**src/rtl/credential_record_table_assert.svh**
```systemverilog
// Assertion macros for the credential record table.
`ifndef CREDENTIAL_RECORD_TABLE_ASSERT_SVH
`define CREDENTIAL_RECORD_TABLE_ASSERT_SVH

`ifndef NO_ASSERTIONS

// Property must hold at every clock edge outside reset.
`define CRT_ASSERT(lbl, prop) \
  lbl: assert property (@(posedge clk_i) disable iff (!rst_ni) (prop)) \
    else $error("credential record table assertion failed");

// Condition must never be true outside reset.
`define CRT_ASSERT_NEVER(lbl, cond) \
  lbl: assert property (@(posedge clk_i) disable iff (!rst_ni) !(cond)) \
    else $error("credential record table forbidden condition seen");

`else

`define CRT_ASSERT(lbl, prop)
`define CRT_ASSERT_NEVER(lbl, cond)

`endif

`endif

```
**src/rtl/crt_pkg.sv**
```systemverilog
// Types and constants shared by the credential record table modules.
package crt_pkg;

  localparam int unsigned STORE_DEPTH = 64;
  localparam int unsigned IDX_W       = $clog2(STORE_DEPTH);
  localparam int unsigned HASH_W      = 64;
  localparam int unsigned QUEUE_DEPTH = 2;

  localparam logic [2:0] CMD_READ      = 3'd0;
  localparam logic [2:0] CMD_DELETE    = 3'd1;
  localparam logic [2:0] CMD_SET       = 3'd2;
  localparam logic [2:0] CMD_FIND_ID   = 3'd3;
  localparam logic [2:0] CMD_FIND_HASH = 3'd4;
  localparam logic [2:0] CMD_FIND_FREE = 3'd5;

  localparam logic [1:0] ST_OK    = 2'd0;
  localparam logic [1:0] ST_RANGE = 2'd1;
  localparam logic [1:0] ST_MISS  = 2'd2;

  typedef struct packed {
    logic [2:0]        command;
    logic [15:0]       slot;
    logic [15:0]       record_id;
    logic [HASH_W-1:0] hash_in;
  } crt_req_t;

  typedef struct packed {
    logic [1:0]        status;
    logic [7:0]        slot_out;
    logic [7:0]        id_out;
    logic [HASH_W-1:0] hash_out;
  } crt_rsp_t;

  typedef enum logic [2:0] {
    OP_READ,
    OP_DELETE,
    OP_SET,
    OP_FIND_ID,
    OP_FIND_HASH,
    OP_FIND_FREE,
    OP_REJECT
  } crt_op_e;

  // Decoded operation handed from the front end to the execution back end.
  typedef struct packed {
    crt_op_e           kind;
    logic [IDX_W-1:0]  idx;
    logic [7:0]        id;
    logic [HASH_W-1:0] hash;
  } crt_op_t;

  typedef struct packed {
    logic [7:0]        id;
    logic [HASH_W-1:0] hash;
  } crt_entry_t;

endpackage

```
**src/rtl/crt_front.sv**
```systemverilog
// Front end: command decode, range checks and hash masking.
module crt_front import crt_pkg::*; #(
  parameter int unsigned MIN_SLOT   = 1,
  parameter int unsigned MAX_SLOT   = 63,
  parameter int unsigned HASH_BYTES = 8
) (
  input  logic     in_valid_i,
  output logic     in_ready_o,
  input  crt_req_t in_req_i,
  output logic     op_valid_o,
  input  logic     op_ready_i,
  output crt_op_t  op_o
);

  localparam logic [15:0] MinSlot16 = 16'(MIN_SLOT);
  localparam logic [15:0] MaxSlot16 = 16'(MAX_SLOT);
  localparam logic [HASH_W-1:0] HashMask = (HASH_BYTES >= 8) ? '1 :
      ((HASH_W'(1) << (8 * HASH_BYTES)) - HASH_W'(1));

  logic slot_ok;
  logic rid_ok;

  assign slot_ok = (in_req_i.slot >= MinSlot16) && (in_req_i.slot <= MaxSlot16);
  assign rid_ok  = (in_req_i.record_id >= MinSlot16) && (in_req_i.record_id <= MaxSlot16);

  always_comb begin
    op_o.idx  = in_req_i.slot[IDX_W-1:0];
    op_o.id   = in_req_i.slot[7:0];
    op_o.hash = in_req_i.hash_in & HashMask;
    unique case (in_req_i.command)
      CMD_READ:      op_o.kind = slot_ok ? OP_READ : OP_REJECT;
      CMD_DELETE:    op_o.kind = slot_ok ? OP_DELETE : OP_REJECT;
      CMD_SET:       op_o.kind = slot_ok ? OP_SET : OP_REJECT;
      CMD_FIND_ID: begin
        op_o.kind = rid_ok ? OP_FIND_ID : OP_REJECT;
        op_o.idx  = in_req_i.record_id[IDX_W-1:0];
        op_o.id   = in_req_i.record_id[7:0];
      end
      CMD_FIND_HASH: op_o.kind = OP_FIND_HASH;
      CMD_FIND_FREE: op_o.kind = OP_FIND_FREE;
      default:       op_o.kind = OP_REJECT;
    endcase
  end

  assign op_valid_o = in_valid_i;
  assign in_ready_o = op_ready_i;

endmodule

```
**config.mk**
```make
export PLATFORM = sky130hd
export DESIGN_NAME = crt_front
export DESIGN_NICKNAME = d
export VERILOG_FILES = /design/src/rtl/credential_record_table_assert.svh /design/src/rtl/crt_pkg.sv /design/src/rtl/crt_front.sv
export SDC_FILE = /design/constraint.sdc
export NUM_CORES = 1
export LEC_CHECK = 0
export BUFFER_PORTS_ARGS = -buffer_cell sky130_fd_sc_hd__buf_2
export CORE_ASPECT_RATIO = 1.25
export CORE_MARGIN = 8
export CORE_UTILIZATION = 21
export DETAILED_ROUTE_END_ITERATION = 12
export PLACE_DENSITY = 0.83
export SYNTH_ARGS = -nofsm -noshare
export SYNTH_HDL_FRONTEND = slang
export SYNTH_SLANG_ARGS = --single-unit
```
**constraint.sdc**
```tcl
create_clock -name vclk -period 2.05
set_clock_uncertainty 0.15 [all_clocks]
set_input_delay 0.41 -clock vclk [all_inputs]
set_output_delay 0.41 -clock vclk [all_outputs]
set_load 0.1 [all_outputs]
```
==> results.ini <==
[clock_network]
postCtsSetupBuffers = 0

[die]
dieArea_mm2 = 0.00575
die_w_um = 69.4
num_rows = 24
start_util = 0.217
die_y_um = 82.8
fp.coreArea_mm2 = 0.00345
io_pins = 184

[sta]
setup_viol = 3
rsz0062_at_grt = true
period_needed_ns = 2.48
holdWs_ns = 0.670
hold_viol_final = 0
slew_headroom = 0.796
finalCritPeriodShare = 1.21
worst_pin_slew_ns = 0.304
slew_violations = 0
final.setup.worst_slack_ns = -0.435
fmax_mhz = 402

[yosys]
synth_common_cells = buf_4 (72), mux2_2 (8), or4_1 (4), nor4_1 (3)
ys_seq_area_frac = 0
synthCells = 99
synth_cell_types = 14
ys_warn_count = 0
synth_top_area_share = 0.721
synth_area_leaders = buf_4 (72%), mux2_2 (12%), or4_1 (4.0%)
synth_top_cell_by_area = buf_4
synth.most_common_cell = buf_4
synth_area_um2 = 749
synth_nets = 200
avgSynthCellArea_um2 = 7.57

[status]
violations = setup timing
outcome = finished with violations

[global_route]
grt_use_total = 0.0889
grt_pass1_wl_mm = 4.05
grt_pass1_vias = 619
overflow = 0
grt_max_degree = 6
antenna_found_initial = 0

[power_and_ir_drop]
leakagePower_nw = 0.461
powerDensity_mw_per_mm2 = 376
p_total_w = 0.000351
ir_drop_v = 0.000190

[setup_path]
end_kind = output pin
crit_type = primary input to output pin
cp.arrival_ns = 1.92
crit_path_start_kind = primary input
path_max_fanout = 2
cp.required_ns = 1.49

[final_layout]
seqCellArea_um2 = 0
multi_input_area_um2 = 287
drive_above_1_share = 0.885
diodes = 0
area_growth_pct = 24.7
final_area_um2 = 935
nFlopsAndLatches = 0
layout.clock_buffers = 0
fin_cells = 126
nNetsFinal = 190
fill_cells = 344

[placement]
place_congestion = 0.924
place_area_um2 = 906
pre_cts_ws_ns = -0.447
port_buffers = 52
dp_hpwl_mm = 2.69
dpl.cell_count = 126

[routing]
firstDrtPassIters = 4
postRouteAntennaNets = 0
drc = 0
wl_mm = 2.92
post_drt_via_cell_ratio = 4.58
drt_iter0_drc = 13
wl_per_cell_um = 23.1
vias = 577

[hold_path]
hp-class = primary input to output pin

[run]
maxCapViolations = 0

-- layout by cell type, fill, tap and decap left out, types with 2 or more instances in the layout --
cell,instances
or4_1,2
buf_6,4
nor3_2,2
or4_4,2
nor4_1,2
mux2_4,6
buf_2,33
buf_4,6
mux2_2,2
buf_12,17
-- cell type report --
class	count	share of cell area
inverters	1	0.00402
well taps	39	0.0522
multi-input cells	26	0.307
repair buffers	60	0.637
-- worst max-delay path: stages --
cell and delay, ns:
buf_6 0.09, or4_4 0.53, o311a_4 0.33, a311o_2 0.39
buf_12 0.17
-- worst paths after layout --
| kind | slack (ns) | startpoint | end | cells after the start |
|---|---|---|---|---|
| max | -0.43 | in_req_i[82] | op_o[78] | 5 |
| min | 0.67 | in_req_i[14] | op_o[14] | 0 |
-- cell families after synthesis --
logic type | count (synthesis) | synth area share
AOI/OAI and AO/OA | 5 | 0.0467
buffers and inverters | 73 | 0.726
and+or+nand+nor | 13 | 0.107
muxes | 8 | 0.120
-- timing repair --
action                     CTS  global route
hold buffers                 0             0
gates resized for setup      4             2
pin swaps                    1             0
setup endpoints to repair    3            13
-- metal layers --
layer  up-vias  track usage  share of wire
li1        235            -              -
met1       239       0.0485           0.21
met2        69        0.138           0.40
met3        34        0.114           0.31
met4         0       0.0801          0.086
met5         -            0              0
-- through the flow --
stage / setup TNS, ns / util
2_1_floorplan: -1.66 / -
3_3_place_gp: -1.19 / 0.262
3_5_place_dp: -1.21 / 0.262
4_1_cts: -1.10 / 0.268
5_1_grt: -1.15 / 0.271
6_report: -1.09 / 0.271
-- power by group --
group / switching (W) / internal [W] / leakage, nW
registers: 0 / 0 / 0
clock network: 0 / 0 / 0
logic: 0.000215 / 0.000136 / 0.461
total: 0.000215 / 0.000136 / 0.461
Power figures use the tool's default switching activity.
