### src/rtl/credential_record_table_assert.svh
// Assertion macros for the credential record table.
`ifndef CREDENTIAL_RECORD_TABLE_ASSERT_SVH
`define CREDENTIAL_RECORD_TABLE_ASSERT_SVH

`ifndef NO_ASSERTIONS

// Property must hold at every clock edge outside reset.
`define CRT_ASSERT(lbl, prop) \
  lbl: assert property (@(posedge clk_i) disable iff (!rst_ni) (prop)) \
    else $error("credential record table assertion failed");

// Condition must never be true outside reset.
`define CRT_ASSERT_NEVER(lbl, cond) \
  lbl: assert property (@(posedge clk_i) disable iff (!rst_ni) !(cond)) \
    else $error("credential record table forbidden condition seen");

`else

`define CRT_ASSERT(lbl, prop)
`define CRT_ASSERT_NEVER(lbl, cond)

`endif

`endif

### src/rtl/crt_pkg.sv
// Types and constants shared by the credential record table modules.
package crt_pkg;

  localparam int unsigned STORE_DEPTH = 64;
  localparam int unsigned IDX_W       = $clog2(STORE_DEPTH);
  localparam int unsigned HASH_W      = 64;
  localparam int unsigned QUEUE_DEPTH = 2;

  localparam logic [2:0] CMD_READ      = 3'd0;
  localparam logic [2:0] CMD_DELETE    = 3'd1;
  localparam logic [2:0] CMD_SET       = 3'd2;
  localparam logic [2:0] CMD_FIND_ID   = 3'd3;
  localparam logic [2:0] CMD_FIND_HASH = 3'd4;
  localparam logic [2:0] CMD_FIND_FREE = 3'd5;

  localparam logic [1:0] ST_OK    = 2'd0;
  localparam logic [1:0] ST_RANGE = 2'd1;
  localparam logic [1:0] ST_MISS  = 2'd2;

  typedef struct packed {
    logic [2:0]        command;
    logic [15:0]       slot;
    logic [15:0]       record_id;
    logic [HASH_W-1:0] hash_in;
  } crt_req_t;

  typedef struct packed {
    logic [1:0]        status;
    logic [7:0]        slot_out;
    logic [7:0]        id_out;
    logic [HASH_W-1:0] hash_out;
  } crt_rsp_t;

  typedef enum logic [2:0] {
    OP_READ,
    OP_DELETE,
    OP_SET,
    OP_FIND_ID,
    OP_FIND_HASH,
    OP_FIND_FREE,
    OP_REJECT
  } crt_op_e;

  // Decoded operation handed from the front end to the execution back end.
  typedef struct packed {
    crt_op_e           kind;
    logic [IDX_W-1:0]  idx;
    logic [7:0]        id;
    logic [HASH_W-1:0] hash;
  } crt_op_t;

  typedef struct packed {
    logic [7:0]        id;
    logic [HASH_W-1:0] hash;
  } crt_entry_t;

endpackage

### src/rtl/crt_fifo.sv
// Two-entry queue of decoded operations between front and back end.
module crt_fifo import crt_pkg::*; (
  input  logic    clk_i,
  input  logic    rst_ni,
  input  logic    push_valid_i,
  output logic    push_ready_o,
  input  crt_op_t push_op_i,
  output logic    pop_valid_o,
  input  logic    pop_ready_i,
  output crt_op_t pop_op_o
);

  localparam int unsigned PtrW = (QUEUE_DEPTH > 1) ? $clog2(QUEUE_DEPTH) : 1;
  localparam int unsigned CntW = $clog2(QUEUE_DEPTH + 1);

  crt_op_t           buf_q [QUEUE_DEPTH];
  logic [PtrW-1:0]   wr_ptr_q, wr_ptr_d;
  logic [PtrW-1:0]   rd_ptr_q, rd_ptr_d;
  logic [CntW-1:0]   count_q, count_d;
  logic              push;
  logic              pop;

  assign push_ready_o = (count_q != CntW'(QUEUE_DEPTH));
  assign pop_valid_o  = (count_q != '0);
  assign pop_op_o     = buf_q[rd_ptr_q];
  assign push         = push_valid_i && push_ready_o;
  assign pop          = pop_valid_o && pop_ready_i;

  always_comb begin
    wr_ptr_d = wr_ptr_q;
    rd_ptr_d = rd_ptr_q;
    count_d  = count_q;
    if (push) begin
      wr_ptr_d = (wr_ptr_q == PtrW'(QUEUE_DEPTH - 1)) ? '0 : wr_ptr_q + PtrW'(1);
    end
    if (pop) begin
      rd_ptr_d = (rd_ptr_q == PtrW'(QUEUE_DEPTH - 1)) ? '0 : rd_ptr_q + PtrW'(1);
    end
    if (push && !pop) begin
      count_d = count_q + CntW'(1);
    end else if (pop && !push) begin
      count_d = count_q - CntW'(1);
    end
  end

  always_ff @(posedge clk_i or negedge rst_ni) begin
    if (!rst_ni) begin
      wr_ptr_q <= '0;
      rd_ptr_q <= '0;
      count_q  <= '0;
    end else begin
      wr_ptr_q <= wr_ptr_d;
      rd_ptr_q <= rd_ptr_d;
      count_q  <= count_d;
    end
  end

  always_ff @(posedge clk_i) begin
    if (push) begin
      buf_q[wr_ptr_q] <= push_op_i;
    end
  end

endmodule

### config.mk
export PLATFORM = sky130hd
export DESIGN_NAME = crt_fifo
export DESIGN_NICKNAME = d
export VERILOG_FILES = /design/src/rtl/credential_record_table_assert.svh /design/src/rtl/crt_pkg.sv /design/src/rtl/crt_fifo.sv
export SDC_FILE = /design/constraint.sdc
export NUM_CORES = 1
export LEC_CHECK = 0
export BUFFER_PORTS_ARGS = -buffer_cell sky130_fd_sc_hd__buf_2
export CORE_ASPECT_RATIO = 1.4
export CORE_MARGIN = 2
export CORE_UTILIZATION = 42
export DETAILED_ROUTE_END_ITERATION = 6
export PLACE_DENSITY = 0.67
export SYNTH_ARGS = -nofsm -noshare
export SYNTH_HDL_FRONTEND = slang
export SYNTH_SLANG_ARGS = --single-unit
### constraint.sdc
create_clock -name clk_i -period 6.41 [get_ports clk_i]
set_input_delay 0.3205 -clock clk_i [delete_from_list [all_inputs] [get_ports clk_i]]
set_output_delay 0.3205 -clock clk_i [all_outputs]
set_load 0.03 [all_outputs]
==> metrics <==
internal portion of total power 2.66 mW; post-detailed-placement half-perimeter wirelength 7.23 mm; relative contribution of combinational cells to total power 0.358; sequential-to-total area share from yosys stat 0.771; number of top-level pins 168; kind of cell adding the most delay to the critical path flip-flops; Slew headroom 0.238; synthesis-to-finish area growth 23.8%; routed via count divided by cell count 4.68; total negative slack for setup checks 0 ns; Clock Root Buffer clkbuf_16; overall track demand over capacity in global routing 0.134; flops & latches, synth 166; router iterations before antenna repair 5; net count of the mapped netlist 356; Die Outline Area 16400 sq um; end-of-flow core utilization 0.532; CTS tree yes; GRT overflow 0; clk slew on worst S/H paths 0.06 ns; maximum number of pins on one net before global-route repair 82; number of buffers added on ports 167; critical-path maximum fanout 47; number of antenna violations at the first check in global routing 4; pwr dens 511 nW/um^2; clock sink count 166; proportion of layout cells with a drive suffix above 1 0.609; first element of the critical path rd_ptr_q; number of global-route vias before repair 3169; leakage power 3.20 nW; top library cells by usage in the layout, fill and taps aside buf_2 (167), edfxtp_1 (162), mux2_4 (79), clkbuf_16 (17), inv_6 (4); worst ir drop on vdd 241 uV; first-pass GRT wire length 16.1 mm; average instance area after synthesis 23.8 sq um; met2 layer usage reported by global route 0.235; overall via count from detail_route 3079; f_max 331 MHz; Remaining DRCs 0; critical path's largest stage delay 0.99 ns; Final min period 3.02 ns; Setup Viol. Count Final 0; worst-path cell chain buf_4 -> mux2_2 -> buf_2; NumNets Final 536; number of buffers created by CTS 17; setup repair after global routing missed its margin no; placed cell count 622; post-route clock period utilization 0.471; most frequent standard cell in the layout excluding fill and tap cells buf_2; total core area 15000 sq um; clock insertion delay at the later pin of the skew report 0.41 ns; critical path launch point type flop; cell row count 53; final max-slew violation count 0; Finished Cell Area 7970 sq um; number of synthesis warnings 0; Data required, critical path 6.09 ns; total length of routed wires 11.0 mm; net load switching power 1.42 mW; maximum clock skew at final layout 0.00673 ns; synth unique cells 15; clock network fraction of total power 0.242; die height 151 microns; fraction of power spent switching nets 0.348; launch instance of the worst register-to-register path count_q[0]; number of instances in the synthesized netlist 270; sequential power share 0.400; arrival time at the worst endpoint 2.70 ns; met1 global-route usage 0.143; Layout Cells excl Fill 658; total power after layout 4.07 mW; global routing met3 resource utilization 0.0481; outcome completed; most crowded layer after global routing met2; initial standard-cell utilization of the core 0.430; DRC violation total after the first TritonRoute iteration 161; element type at the critical path end output pin; slowest CP cell dfrtp_4; number of endpoints with negative hold slack in the final report 0; path class of the lowest-slack min-delay path in -> reg; Cell Area, Placed 7370 sq um; critical setup path kind reg -> out; global placement routability congestion 0.700; buffer levels on the longest clock path 2; hold wc startpoint push_op_i[14]; Buf/Inv on CP 2; Chip Width 109 microns; Max H-tree Level 4; max-cap check violation count 0; slew at the pin with the worst max-slew slack 1.14 ns; count of buffers added by post-CTS timing repair for setup 0; average wire length per cell after detail routing 16.8 microns; cell area after synthesis 6440 sq um; DRT antenna net count 0
-- flip-flops by register name, summed over array words and instances, names as in the netlist --
register	cells
rd_ptr_q	1
count_q	2
wr_ptr_q	1
buf_q	162
-- synth_stat cells --
cell | n | area [sq um]
xnor2_1 | 3 | 26.3
buf_12 | 8 | 160
dfrtp_1 | 4 | 100
or2_1 | 1 | 6.26
ha_1 | 1 | 12.5
inv_1 | 1 | 3.75
mux2_4 | 79 | 1190
nand2b_1 | 1 | 6.26
and3_1 | 1 | 6.26
edfxtp_1 | 162 | 4860
buf_6 | 1 | 11.3
nor2_1 | 2 | 7.51
mux2_2 | 2 | 22.5
xor2_1 | 2 | 17.5
nand2_1 | 2 | 7.51
-- what timing repair did --
item,4_1_cts,5_1_grt
hold endpoints to repair,4,0
gates resized for setup,0,0
hold buffers,1,0
setup endpoints to repair,0,0
-- power groups by stage --
stage | logic, mW | registers, mW | clock network [mW]
finish | 1.46 | 1.63 | 0.986
detailed placement | 1.48 | 1.66 | 0
CTS | 1.48 | 1.64 | 1.01
global placement | 1.47 | 1.65 | 0
floorplan | 1.30 | 1.58 | 0
global route | 1.54 | 1.66 | 1.05
-- kinds of logic (layout without fill, tap and decap cells) --
kind of cell               Yosys count  in the layout  share of synthesized area
xor gates and xnor gates             5              5                    0.00680
DFF                                166            166                      0.771
muxes                               81             81                      0.188
adders and majority gates            1              1                    0.00194
buffers and inverters               10            203                     0.0272
other                                0              3                          0
and+or+nand+nor                      7              7                    0.00525
-- through the flow --
step,hold WS [ns],setup WS [ns]
after floorplan,0.0249,1.62
after global placement,0.131,3.77
after detailed placement,0.131,3.75
after CTS,0.0790,3.32
after global routing,0.0767,3.23
final,0.0960,3.39
-- cell type report --
| cell class | instances | area [sq um] |
|---|---|---|
| clock inverter | 14 | 148 |
| antenna | 3 | 7.51 |
| fill | 1266 | 7020 |
| sequential | 166 | 4970 |
| tap | 192 | 240 |
| multi-input combinational | 94 | 1310 |
| clock buffer | 18 | 429 |
| inverter | 1 | 3.75 |
| timing repair buffer | 170 | 861 |
-- final timing paths --
path | to | slack, ns | cells after the start
min reg2reg | count_q[1] | 0.51 | 1
max | pop_op_o[61] | 3.39 | 3
max reg2reg | buf_q[0][42] | 3.84 | 4
min in group asynchronous | count_q[1] | 0.25 | 2
min | buf_q[0][14] | 0.1 | 1
max in group asynchronous | rd_ptr_q | 6.02 | 2
-- routing by layer --
layer  vias to the layer above  part of all wire
met4                         2             0.025
met5                         -            0.0012
met2                       111              0.54
met1                      1510              0.37
met3                        22             0.066
li1                       1434                 -
(Power assumes the default switching activity.)
